--- src/rtl/djrt_pkg.sv ---
// Shared types and constants for the delayed job request table.
// No dependencies; imported by every module under rtl/.
package djrt_pkg;

  localparam int JOB_COUNT   = 16;
  localparam int JOB_IDX_W   = (JOB_COUNT > 1) ? $clog2(JOB_COUNT) : 1;
  localparam int ID_W        = 8;
  localparam int DELAY_W     = 8;
  localparam int PICK_W      = 5;

  typedef enum logic [2:0] {
    MODE_TICK     = 3'd0,
    MODE_START    = 3'd1,
    MODE_CONTINUE = 3'd2,
    MODE_DELAY    = 3'd3,
    MODE_FETCH    = 3'd4,
    MODE_ENABLE   = 3'd5,
    MODE_DISABLE  = 3'd6
  } mode_t;

  typedef struct packed {
    logic [2:0]         mode;
    logic [ID_W-1:0]    job_id;
    logic [DELAY_W-1:0] delay_ticks;
  } in_item_t;

  typedef struct packed {
    logic [PICK_W-1:0] picked_job;
    logic              wake;
  } out_item_t;

  typedef enum logic {
    ST_IDLE,
    ST_EXEC
  } state_t;

  // Commands from the controller to the datapath.
  typedef struct packed {
    logic load;  // capture the incoming command
    logic exec;  // apply the captured command and register the result
  } dp_cmd_t;

endpackage

--- src/rtl/djrt_ctrl.sv ---
// Controller for the delayed job request table: accept / execute sequencer.
// Depends on djrt_pkg.
module djrt_ctrl (
  input  logic             clk,
  input  logic             rst_n,
  input  logic             start,
  output logic             busy,
  output djrt_pkg::dp_cmd_t dp_cmd,
  output logic             out_valid
);
  import djrt_pkg::*;

  state_t state_r, state_nxt;
  logic   out_valid_r;

  always_ff @(posedge clk) begin
    if (!rst_n) begin
      state_r     <= ST_IDLE;
      out_valid_r <= 1'b0;
    end else begin
      state_r     <= state_nxt;
      out_valid_r <= dp_cmd.exec;
    end
  end

  always_comb begin
    state_nxt   = state_r;
    dp_cmd.load = 1'b0;
    dp_cmd.exec = 1'b0;
    case (state_r)
      ST_IDLE: begin
        if (start) begin
          dp_cmd.load = 1'b1;
          state_nxt   = ST_EXEC;
        end
      end
      ST_EXEC: begin
        dp_cmd.exec = 1'b1;
        state_nxt   = ST_IDLE;
      end
      default: state_nxt = ST_IDLE;
    endcase
  end

  assign busy      = (state_r != ST_IDLE);
  assign out_valid = out_valid_r;

endmodule

--- src/rtl/djrt_datapath.sv ---
// Datapath: pending flags, delay counters, enable flag, priority pick.
// Depends on djrt_pkg.
module djrt_datapath (
  input  logic                clk,
  input  logic                rst_n,
  input  djrt_pkg::dp_cmd_t   dp_cmd,
  input  djrt_pkg::in_item_t  in_item,
  output djrt_pkg::out_item_t out_item
);
  import djrt_pkg::*;

  in_item_t                 cmd_r;
  out_item_t                res_r, res_nxt;
  logic [JOB_COUNT-1:0]     pend_r, pend_nxt;
  logic [DELAY_W-1:0]       cnt_r   [JOB_COUNT];
  logic [DELAY_W-1:0]       cnt_nxt [JOB_COUNT];
  logic                     en_r, en_nxt;

  logic                     id_ok;
  logic [JOB_IDX_W-1:0]     idx;
  logic                     found;
  logic [PICK_W-1:0]        pick;
  logic [DELAY_W-1:0]       dec;

  assign id_ok = ({1'b0, cmd_r.job_id} < (ID_W+1)'(JOB_COUNT));
  assign idx   = cmd_r.job_id[JOB_IDX_W-1:0];

  // lowest pending job
  always_comb begin
    found = 1'b0;
    pick  = PICK_W'(JOB_COUNT);
    for (int k = JOB_COUNT - 1; k >= 0; k--) begin
      if (pend_r[k]) begin
        found = 1'b1;
        pick  = PICK_W'(k);
      end
    end
  end

  always_comb begin
    pend_nxt           = pend_r;
    en_nxt             = en_r;
    res_nxt.picked_job = PICK_W'(JOB_COUNT);
    res_nxt.wake       = 1'b0;
    dec                = '0;
    for (int k = 0; k < JOB_COUNT; k++) cnt_nxt[k] = cnt_r[k];

    case (cmd_r.mode)
      MODE_TICK: begin
        if (en_r) begin
          for (int k = 0; k < JOB_COUNT; k++) begin
            if (cnt_r[k] != '0) begin
              cnt_nxt[k] = cnt_r[k] - DELAY_W'(1);
              if (cnt_r[k] == DELAY_W'(1)) begin
                pend_nxt[k]  = 1'b1;
                res_nxt.wake = 1'b1;
              end
            end
          end
        end
      end
      MODE_START: begin
        if (en_r) begin
          if (id_ok) pend_nxt[idx] = 1'b1;
          res_nxt.wake = 1'b1;
        end
      end
      MODE_CONTINUE: begin
        if (en_r && id_ok) pend_nxt[idx] = 1'b1;
      end
      MODE_DELAY: begin
        if (en_r && id_ok && !pend_r[idx]) begin
          dec          = cmd_r.delay_ticks;
          cnt_nxt[idx] = dec;
        end
      end
      MODE_FETCH: begin
        res_nxt.picked_job = pick;
        if (found) pend_nxt[pick[JOB_IDX_W-1:0]] = 1'b0;
      end
      MODE_ENABLE: begin
        pend_nxt = '0;
        for (int k = 0; k < JOB_COUNT; k++) cnt_nxt[k] = '0;
        en_nxt = 1'b1;
      end
      MODE_DISABLE: en_nxt = 1'b0;
      default: ;
    endcase
  end

  always_ff @(posedge clk) begin
    if (dp_cmd.load) cmd_r <= in_item;
    if (dp_cmd.exec) res_r <= res_nxt;
  end

  always_ff @(posedge clk) begin
    if (!rst_n) begin
      pend_r <= '0;
      en_r   <= 1'b0;
      for (int k = 0; k < JOB_COUNT; k++) cnt_r[k] <= '0;
    end else if (dp_cmd.exec) begin
      pend_r <= pend_nxt;
      en_r   <= en_nxt;
      for (int k = 0; k < JOB_COUNT; k++) cnt_r[k] <= cnt_nxt[k];
    end
  end

  assign out_item = res_r;

endmodule

--- src/rtl/delayed_job_request_table.sv ---
// Delayed job request table: per-job pending flags and delay down-counters
// with a lowest-id fetch. Depends on djrt_pkg, djrt_ctrl, djrt_datapath.
//
// Usage:
//   Command channel: drive in_item and raise start; the command transfers on
//   the rising edge where start is high and busy is low. busy is high for
//   the one execute cycle that follows each transfer.
//   Result channel: every command gives exactly one result. out_valid is high
//   for a single cycle and out_item holds picked_job and wake in that cycle;
//   the receiver takes it at the edge that ends the cycle and cannot stall.
//   Result timing: the command is captured at the transfer, applied in the
//   execute cycle, and out_valid is registered from the execute strobe.
//   A new command cannot transfer while busy, as set by the accept/execute
//   sequence of the controller; the next command may transfer in the cycle
//   that carries the previous result.
//   While enabled, all nonzero counters of the 16 step down in parallel on a
//   tick, and fetch uses a combinational priority pick over the pending flags.
//   Reset (rst_n low, synchronous): table cleared, block disabled, no
//   result pending. Send an enable command before any other command acts.
module delayed_job_request_table (
  input  logic                clk,
  input  logic                rst_n,
  input  logic                start,
  output logic                busy,
  input  djrt_pkg::in_item_t  in_item,
  output logic                out_valid,
  output djrt_pkg::out_item_t out_item
);
  import djrt_pkg::*;

  dp_cmd_t dp_cmd;

  djrt_ctrl u_ctrl (
    .clk       (clk),
    .rst_n     (rst_n),
    .start     (start),
    .busy      (busy),
    .dp_cmd    (dp_cmd),
    .out_valid (out_valid)
  );

  djrt_datapath u_dp (
    .clk      (clk),
    .rst_n    (rst_n),
    .dp_cmd   (dp_cmd),
    .in_item  (in_item),
    .out_item (out_item)
  );

`ifndef NO_ASSERTIONS
  // each transfer is followed by its result, registered after the execute cycle
  a_result_follows: assert property (@(posedge clk) disable iff (!rst_n)
    (start && !busy) |-> ##2 out_valid)
    else $error("result missing after command transfer");

  // a result only follows an execute cycle
  a_no_spurious: assert property (@(posedge clk) disable iff (!rst_n)
    out_valid |-> $past(dp_cmd.exec))
    else $error("result without executed command");

  // execute never overlaps a load
  a_exec_exclusive: assert property (@(posedge clk) disable iff (!rst_n)
    !(dp_cmd.exec && dp_cmd.load))
    else $error("load during execute");
`endif

endmodule
--- config.mk ---
export PLATFORM = sky130hd
export DESIGN_NAME = delayed_job_request_table
export DESIGN_NICKNAME = d
export VERILOG_FILES = /design/src/rtl/djrt_pkg.sv /design/src/rtl/djrt_ctrl.sv /design/src/rtl/djrt_datapath.sv /design/src/rtl/delayed_job_request_table.sv
export SDC_FILE = /design/constraint.sdc
export NUM_CORES = 1
export LEC_CHECK = 0
export ABC_AREA = 1
export ABC_CLOCK_PERIOD_IN_PS = 2700
export BUFFER_PORTS_ARGS = -buffer_cell sky130_fd_sc_hd__buf_2
export CORE_ASPECT_RATIO = 1.5
export CORE_MARGIN = 2
export CORE_UTILIZATION = 23
export CTS_BUF_LIST = sky130_fd_sc_hd__clkbuf_8
export DETAILED_ROUTE_END_ITERATION = 8
export SLEW_MARGIN = 0
export SYNTH_ARGS = -nofsm -noshare
export SYNTH_HDL_FRONTEND = slang
export SYNTH_SLANG_ARGS = --single-unit
--- constraint.sdc ---
create_clock -name clk -period 2.7 [get_ports clk]
set_clock_uncertainty 0.05 [all_clocks]
set_input_delay 0 -clock clk [delete_from_list [all_inputs] [get_ports clk]]
set_output_delay 0 -clock clk [all_outputs]
set_load 0.01 [all_outputs]
; After elaboration in Yosys (flattened, before gate mapping)
; Memory sizes are Yosys's and may differ from the RTL's.
; Cells that the tools add are included.
[word_totals]
register_bits = 44
ramBits = 128
input_bits = 22
out_inout_bits = 8
word_cells = 334
mem_count = 1
[classes]
add_sub_neg = 16
n_lt_le_gt_ge = 7
eq_ne = 59
mux = 164
bitwise_logic = 21
reduce_logical = 42
[memory_table]
columns = memory, words, width, read_ports, rd_clocked_by_memory_dff, wr, line
row1 = u_dp.cnt_r, 16, 8, 16, 0, 16, djrt_datapath.sv:15  ; logic [DELAY_W-1:0] cnt_r [JOB_COUNT];
[op_table]
columns = operator, count
row1 = $pmux 128 s3, 1
row2 = $mux 8, 33
row3 = $mux 128, 2
row4 = $reduce_and 9->1, 16
row5 = $bwmux 128, 1
row6 = $eq 8x1->1 const B, 16
row7 = $reduce_bool 8->1, 16
row8 = $sub 8x1->8 const B, 16
row9 = $mux 1, 98
row10 = $mux 16, 5
row11 = $mux 5, 16
row12 = $pmux 16 s5, 1
row13 = $ne 2x1->1 const B, 37
row14 = $demux 8 s4, 1
row15 = $and 16x16->16, 1
row16 = $not 16->16, 1
row17 = $or 1x1->1, 16
row18 = $or 16x16->16, 1
row19 = $lt 4x5->1 const B, 2
row20 = $eq 3x3->1 const B, 3
row21 = $demux 1 s4, 2
row22 = $ge 4x1->1 const B, 2
row23 = $lt 8x5->1 const B, 1
row24 = $eq 3x2->1 const B, 2
row25 = 13 further kinds, 19

; Logic depth before layout (Yosys ltp)
; Gate-level depths: netlist (run 1).
[depth]
depth_word = 41
depth_mapped = 15
mapped_depth_nobuf = 15

; Modules after synthesis
; A second synthesis (run 1) with hierarchy kept.
[hier_totals]
hier_cells = 1478
hier_area_um2 = 11795.1
[by_module_without_submodules]
columns = module, n_inst, cells_each, area_per_inst_um2, seq_area_each_um2
row1 = djrt_datapath, 1, 1467, 11708.7, 4934.7
row2 = djrt_ctrl, 1, 11, 86.3, 40.0

; Worst setup path before layout (run 1)
; No wires, ideal clock.
[synth_timing]
path_kind = reg2reg
startpoint = reg, netlist name u_dp.cmd_r[8]
endpoint = mem u_dp.cnt_r[15][0], enable pin
setup_ns = 0.370
arrival_time_ns = 1.728
t_required_ns = 2.280
setup_slack_ns = 0.552
path_stages_with_launch = 11
n_path_buf = 1
period_less_slack_ns = 2.148
path_cell_list = edfxtp_1 inv_1 nor2_1 inv_1 o22ai_1 o21ai_0 nand3_1 o21ai_1 a21oi_2 buf_2 nor2_1
[synth_lines]
columns = item, line
row1 = "end, declared", djrt_datapath.sv:15

==> flow_metrics.tcl, run 1 <==
set metrics [dict create \
    area_share_of_the_largest_cell_type_after_synthesis_pct 38.4 \
    place_congestion 0.936 \
    master_cell_of_the_clock_root_buffer "sky130_fd_sc_hd__clkbuf_8" \
    cts.clk_slew.worst_paths_ns 0.10 \
    yosys_warnings 0 \
    synth_enable_flop_cells 153 \
    postSynth.asyncResetShare_pct 0 \
    fin_nets 1651 \
    drt_iter0_drc 749 \
    routedWlPerCell_um 16.0 \
    ys_seq_elements 172 \
    total_leakage_power_nw 5.10 \
    final.setup.tns_ns 0 \
    post_synth.cell_area_avg_um2 7.80 \
    drt_drc_violations_left 0 \
    antenna_violations_before_repair 1 \
    layout_min_cycle_time_ns 2.46 \
    gr-usage-all-layers_pct 13.6 \
    grt_overflow_total 0 \
    cellPowerDensity_nw_per_um2 475 \
    drive_above_1_share_pct 9.76 \
    critical_path.startpoint_type "flop" \
    critical_path.slowest_cell "sky130_fd_sc_hd__edfxtp_1" \
    crit_path_max_delay_family "compound AO/OA/AOI/OAI gates" \
    num_rows 102 \
    fmax_mhz 407 \
    crit_path_cell_trace "nand2_1, o22ai_1, o21ai_0, nand2_1, o21ai_1, a21oi_4, nor2_1, buf_4" \
    finalSetupViolations 0 \
    critPathArrivalTime_ns 2.63 \
    cp_data_required_time_ns 2.87 \
    num_vias 11200 \
    die_w_um 190 \
    layout.cell_area.non_filler_um2 13800 \
    final.period_utilization_pct 91.0 \
    place_hpwl_um 24900 \
    io-pin-count 30 \
    clock_tree_from_tritoncts "yes" \
    clock_latency_ns 0.50 \
    vias_in_the_first_global_route 11100 \
    timing.max_slew.rel_slack_pct 41.6 \
    port_buffers 29 \
    worst_vdd_rail_ir_drop_mv 0.402 \
    wirelength_um 36500 \
    numPlacedInstances 2231 \
    drv.max_cap_violation_count 0 \
    fin_cells 2285 \
    synthTopCellsByCount "sky130_fd_sc_hd__nand2_1, sky130_fd_sc_hd__nor2_1, sky130_fd_sc_hd__edfxtp_1" \
    worstPathBufferInverterCount 1 \
    maximum_number_of_pins_on_one_net_before_global_route_repair 103 \
    postRouteAntennaNets 0 \
    syn-instance-count 1533 \
    rsz_0062_raised_after_global_routing "no" \
    min-delay-path-class "input port to flop" \
    setup_fix_bufs_post_cts 0 \
    timing.final.max_slew_violations 0 \
    core_area_um2 51400 \
    timing.final.hold_violations 0 \
    die_height_um 283 \
    synth.lib_cells_used.distinct 42 \
    run_status "completed" \
    crit_path_max_incr_delay_ns 0.43 \
    flow.area_growth_from_synthesis_pct 15.2 \
    critical-path-top-cell-by-count "sky130_fd_sc_hd__nand2_1" \
    dpl_cell_area_um2 13200 \
    utilization_pct 26.8 \
    drt_first_pass_iters 5 \
    cts_num_sinks 172 \
    cts-root-to-sink-buffers 2 \
    start_util_pct 23.2 \
    ys_dominant_reg_cell "sky130_fd_sc_hd__edfxtp_1" \
    synth.net_count 1589 \
    timing.critical_path.to_type "flop" \
    timing_worst_slew_pin_value_ns 0.875 \
    synth_seq_area_share_pct 41.6 \
    netlist_area_um2 12000 \
    cts_htree_levels 4 \
    grt_pass1_wl_um 57800 \
    cp_max_fo 9 \
    synth_area_leaders "sky130_fd_sc_hd__edfxtp_1, sky130_fd_sc_hd__nand2_1, sky130_fd_sc_hd__o211ai_1" \
    via_density_per_instance 4.90 \
    post-synth-top-count-cell "sky130_fd_sc_hd__nand2_1" \
    cts_buffers 17 \
    synth_largest_area_cell "sky130_fd_sc_hd__edfxtp_1" \
    setup.worst_path.class "flop to flop" \
    die-area_um2 53800 \
]
-- placed cells by master, fill, tap and decap left out, types with 3 or more instances in the layout --
cell type,count
sky130_fd_sc_hd__o22ai_1,40
sky130_fd_sc_hd__ha_1,34
sky130_fd_sc_hd__clkinv_2,4
sky130_fd_sc_hd__xor2_1,32
sky130_fd_sc_hd__o21a_1,11
sky130_fd_sc_hd__o211ai_1,117
sky130_fd_sc_hd__and3_1,7
sky130_fd_sc_hd__nand4_1,27
sky130_fd_sc_hd__nor3b_1,3
sky130_fd_sc_hd__o21ai_0,71
sky130_fd_sc_hd__nand2_2,3
sky130_fd_sc_hd__and3_2,6
sky130_fd_sc_hd__dfxtp_1,19
sky130_fd_sc_hd__nor3_1,52
sky130_fd_sc_hd__buf_2,29
sky130_fd_sc_hd__clkbuf_8,18
sky130_fd_sc_hd__inv_2,3
sky130_fd_sc_hd__edfxtp_1,153
sky130_fd_sc_hd__nand3_1,48
sky130_fd_sc_hd__or2_2,6
sky130_fd_sc_hd__buf_4,66
sky130_fd_sc_hd__bufinv_16,3
sky130_fd_sc_hd__xnor2_1,27
sky130_fd_sc_hd__a31oi_1,3
sky130_fd_sc_hd__nor4_1,8
sky130_fd_sc_hd__dlygate4sd3_1,21
sky130_fd_sc_hd__nor2_2,7
sky130_fd_sc_hd__a21oi_1,121
sky130_fd_sc_hd__nand2_1,321
sky130_fd_sc_hd__inv_1,156
sky130_fd_sc_hd__nor2_1,169
sky130_fd_sc_hd__nand3b_1,5
-- final timing paths --
| path | startpoint | to | slack [ns] | cells past startpoint |
|---|---|---|---|---|
| worst max-delay path | u_dp.cmd_r[9]$_DFFE_PP_ | u_dp.cnt_r[6][1]$_SDFFCE_PN0P_ | 0.24 | 8 |
| worst min register to register | u_dp.en_r$_SDFFE_PN0P_ | u_dp.en_r$_SDFFE_PN0P_ | 0.53 | 2 |
| worst max register to register | u_dp.cmd_r[9]$_DFFE_PP_ | u_dp.cnt_r[6][1]$_SDFFCE_PN0P_ | 0.24 | 8 |
| worst min-delay path | in_item[5] | u_dp.cmd_r[5]$_DFFE_PP_ | 0.16 | 2 |
-- layer usage --
metal  track usage (%)  up-vias  routed length, µm
li1                  -     5451                  -
met1              14.8     5357              14200
met2              25.4      309              19500
met3              1.60       80               1450
met4              6.94        0               1380
met5                 0        -                  0
-- layout make-up --
type / count / area, µm²
clock buffers: 18 / 248
clock inverters: 14 / 143
repair buffers: 118 / 891
inverters: 154 / 579
multi-input cells: 1132 / 6080
well taps: 676 / 846
fillers: 5505 / 37700
diodes: 1 / 2.50
flip-flops and latches: 172 / 4970
-- per-stage QoR --
| step | hold WS [ns] | power [mW] | setup slack (ns) |
|---|---|---|---|
| after global placement | 0.127 | 4.65 | 0.0944 |
| after global routing | 0.138 | 6.85 | 0.130 |
| after detailed placement | 0.128 | 4.68 | 0.0675 |
| after CTS | 0.118 | 6.58 | 0.0660 |
| final | 0.157 | 6.54 | 0.242 |
| after floorplan | 0.0489 | 4.25 | 0.552 |
-- sequential cells by signal, summed over array words and instances (netlist names) --
register	count
u_ctrl.busy	1
u_dp.out_item	6
u_dp.pend_r	16
u_ctrl.out_valid	1
u_dp.cnt_r	128
u_dp.cmd_r	19
u_dp.en_r	1
-- timing repair --
| action | 4_1_cts | 5_1_grt |
|---|---|---|
| resized for setup | 0 | 1 |
| endpoints found under the hold margin | 42 | 0 |
| hold buffers | 21 | 0 |
| setup endpoints to repair | 0 | 69 |
-- cell families (layout without fill, tap and decap cells) --
family / after synthesis / count (layout) / synth area share, %
simple gates: 667 / 667 / 23.7
flops: 172 / 172 / 41.6
xor+xnor: 59 / 59 / 4.32
other cells: 0 / 1 / 0
fa+ha+maj: 34 / 34 / 3.56
buf+inv: 229 / 304 / 7.74
compound gates: 372 / 372 / 19.1
-- worst reg2reg max path, cell delays in order, from the launching register on --
cell                       delay, ns
sky130_fd_sc_hd__edfxtp_1       0.43
sky130_fd_sc_hd__nand2_1        0.30
sky130_fd_sc_hd__o22ai_1        0.13
sky130_fd_sc_hd__o21ai_0        0.26
sky130_fd_sc_hd__nand2_1        0.09
sky130_fd_sc_hd__o21ai_1        0.22
sky130_fd_sc_hd__a21oi_4        0.19
sky130_fd_sc_hd__nor2_1         0.31
sky130_fd_sc_hd__buf_4          0.21
-- power breakdown --
part / internal (mW) / leakage [nW] / switching (mW)
clock network: 0.913 / 0.216 / 0.962
registers: 3.12 / 1.72 / 0.178
logic: 0.475 / 3.17 / 0.893
Power figures use the tool's default switching activity.
==> inputs of run 2 (changes only) <==
--- a/config.mk
+++ b/config.mk
@@ -8,11 +8,15 @@
 export ABC_AREA = 1
 export ABC_CLOCK_PERIOD_IN_PS = 2700
 export BUFFER_PORTS_ARGS = -buffer_cell sky130_fd_sc_hd__buf_2
+export CELL_PAD_IN_SITES_DETAIL_PLACEMENT = 0
+export CELL_PAD_IN_SITES_GLOBAL_PLACEMENT = 1
 export CORE_ASPECT_RATIO = 1.5
 export CORE_MARGIN = 2
 export CORE_UTILIZATION = 23
 export CTS_BUF_LIST = sky130_fd_sc_hd__clkbuf_8
 export DETAILED_ROUTE_END_ITERATION = 8
+export PLACE_DENSITY = 0.55
+export REMOVE_ABC_BUFFERS = 1
 export SLEW_MARGIN = 0
 export SYNTH_ARGS = -nofsm -noshare
 export SYNTH_HDL_FRONTEND = slang
==> flow_metrics.tcl, run 2 (synthesis gave the netlist of run 1 again) <==
set metrics [dict create \
    largest_register_ff_count 128 \
    drt_iter0_drc 637 \
    cts_htree_levels 4 \
    drive_above_1_share_pct 11.7 \
    finalSetupViolations 0 \
    cellPowerDensity_nw_per_um2 479 \
    fin_cells 2314 \
    fin_nets 1680 \
    worst_vdd_rail_ir_drop_mv 0.295 \
    cts_num_sinks 172 \
    critical_path.slowest_cell "sky130_fd_sc_hd__a21oi_4" \
    numPlacedInstances 2260 \
    most-common-layout-cells "sky130_fd_sc_hd__nand2_1, sky130_fd_sc_hd__nor2_1, sky130_fd_sc_hd__edfxtp_1, sky130_fd_sc_hd__inv_1, sky130_fd_sc_hd__a21oi_1" \
    max_flop_register "u_dp.cnt_r" \
    place_congestion 0.839 \
    drt_first_pass_iters 5 \
    hold_depth 2 \
    run_status "completed" \
    core_area_um2 51400 \
    largest_registers "u_dp.cnt_r x128, u_dp.cmd_r x19, u_dp.pend_r x16" \
    worst_r2r_path_depth 10 \
    postRouteAntennaNets 0 \
    total_leakage_power_nw 5.22 \
    die-area_um2 53800 \
    layout.filler_cells 5584 \
    p_total_mw 6.70 \
    num_rows 102 \
    clock_latency_ns 0.51 \
    cts.clk_slew.worst_paths_ns 0.12 \
    utilization_pct 27.2 \
    die_w_um 190 \
    setup.worst_path.class "flop to flop" \
    master_cell_of_the_clock_root_buffer "sky130_fd_sc_hd__clkbuf_8" \
    cts-root-to-sink-buffers 2 \
    wirelength_um 41400 \
    multi_input_comb_area_um2 6080 \
    via_density_per_instance 4.74 \
    clock_tree_from_tritoncts "yes" \
    place_hpwl_um 27700 \
    cp_max_fo 12 \
    timing.final.ws_setup_ns 0.163 \
    min-delay-path-class "input port to flop" \
    timing.final.hold_violations 0 \
    final.period_utilization_pct 93.9 \
    rsz_0062_raised_after_global_routing "yes" \
    timing_worst_slew_pin_value_ns 1.11 \
    maximum_number_of_pins_on_one_net_before_global_route_repair 91 \
    timing.final.max_slew_violations 0 \
    grt_overflow_total 0 \
    crit_path_max_incr_delay_ns 0.55 \
    critPathArrivalTime_ns 2.75 \
    drv.max_cap_violation_count 0 \
    vias_in_the_first_global_route 11100 \
    pre_cts_slack_ns -0.184 \
    critical_path.startpoint_type "flop" \
    io-pin-count 30 \
    num_vias 11000 \
    cts_buffers 17 \
    flow.area_growth_from_synthesis_pct 17.2 \
    area.sequential_um2 4970 \
    die_height_um 283 \
    mostFrequentLayoutCell "sky130_fd_sc_hd__nand2_1" \
    port_buffers 29 \
    layout_min_cycle_time_ns 2.54 \
    grt_pass1_wl_um 64400 \
    timing.critical_path.to_type "flop" \
    gr-usage-all-layers_pct 15.6 \
    cp_data_required_time_ns 2.91 \
    drt_drc_violations_left 0 \
    timing.max_slew.rel_slack_pct 26.3 \
    antenna_violations_before_repair 1 \
    crit_path_cell_trace "inv_1, nand2_1, o22ai_1, o21ai_0, nand2_1, o21ai_1, a21oi_4, buf_4, nor2_1, buf_4" \
    start_util_pct 23.2 \
    routedWlPerCell_um 17.9 \
    fmax_mhz 394 \
]
run 2: cell types whose count changed in the layout (fill, tap and decap cells not counted), sizes merged:
cell,before,now
clkinv,4,5
inv,159,161
clkbuf,18,17
buf,97,126
bufinv,3,1
run 2: through the flow:
step	area [µm²]	hold slack (ns)	setup TNS, ns
after floorplan	11600	0.0489	-1576.39
after global placement	13400	0.126	-8.44
after detailed placement	13400	0.128	-8.48
after CTS	14000	0.0920	0
after global routing	14000	0.100	-0.00578
final	14000	0.149	0
run 2: routing by layer:
| metal | track usage [%] | vias to the layer above | share of wire [%] |
|---|---|---|---|
| li1 | - | 5507 | - |
| met1 | 17.9 | 5301 | 42 |
| met2 | 29.5 | 132 | 54 |
| met3 | 1.92 | 39 | 1.9 |
| met4 | 4.71 | 0 | 2.1 |
| met5 | 0 | - | 0 |
run 2: critical path, delay by kind of cell, from the launching register on:
| family | cells | cell delay, ns |
|---|---|---|
| compound gates | 4 | 0.97 |
| buf+inv | 3 | 0.53 |
| flops | 1 | 0.42 |
| simple gates | 3 | 0.32 |
run 2: timing repair:
| item | in CTS | in global routing |
|---|---|---|
| hold endpoints to repair | 36 | 0 |
| hold buffers | 21 | 0 |
| endpoints found under the setup margin | 64 | 3 |
| resized for setup | 1 | 0 |
| setup buffers | 0 | 0 |
run 2: path summary, 6_finish.rpt:
check                                   start                        endpoint  slack (ns)
setup / recovery      u_dp.cmd_r[8]$_DFFE_PP_  u_dp.cnt_r[5][7]$_SDFFCE_PN0P_        0.16
hold / removal                     in_item[3]         u_dp.cmd_r[3]$_DFFE_PP_        0.15
setup reg to reg      u_dp.cmd_r[8]$_DFFE_PP_  u_dp.cnt_r[5][7]$_SDFFCE_PN0P_        0.16
hold reg to reg   u_dp.pend_r[4]$_SDFFE_PN0P_     u_dp.pend_r[4]$_SDFFE_PN0P_        0.52
run 2: cell type report:
type	count	share of cell area (%)
multi-input cells	1132	43.5
clock buffers	17	1.67
clock inverters	15	1.24
diodes	1	0.0179
flip-flops and latches	172	35.5
inverters	154	4.14
repair buffers	147	7.92
well taps	676	6.04
run 2: report_power, final:
group	internal [mW]	switching (mW)
Clock	0.779	1.20
Sequential	3.12	0.176
Combinational	0.501	0.930
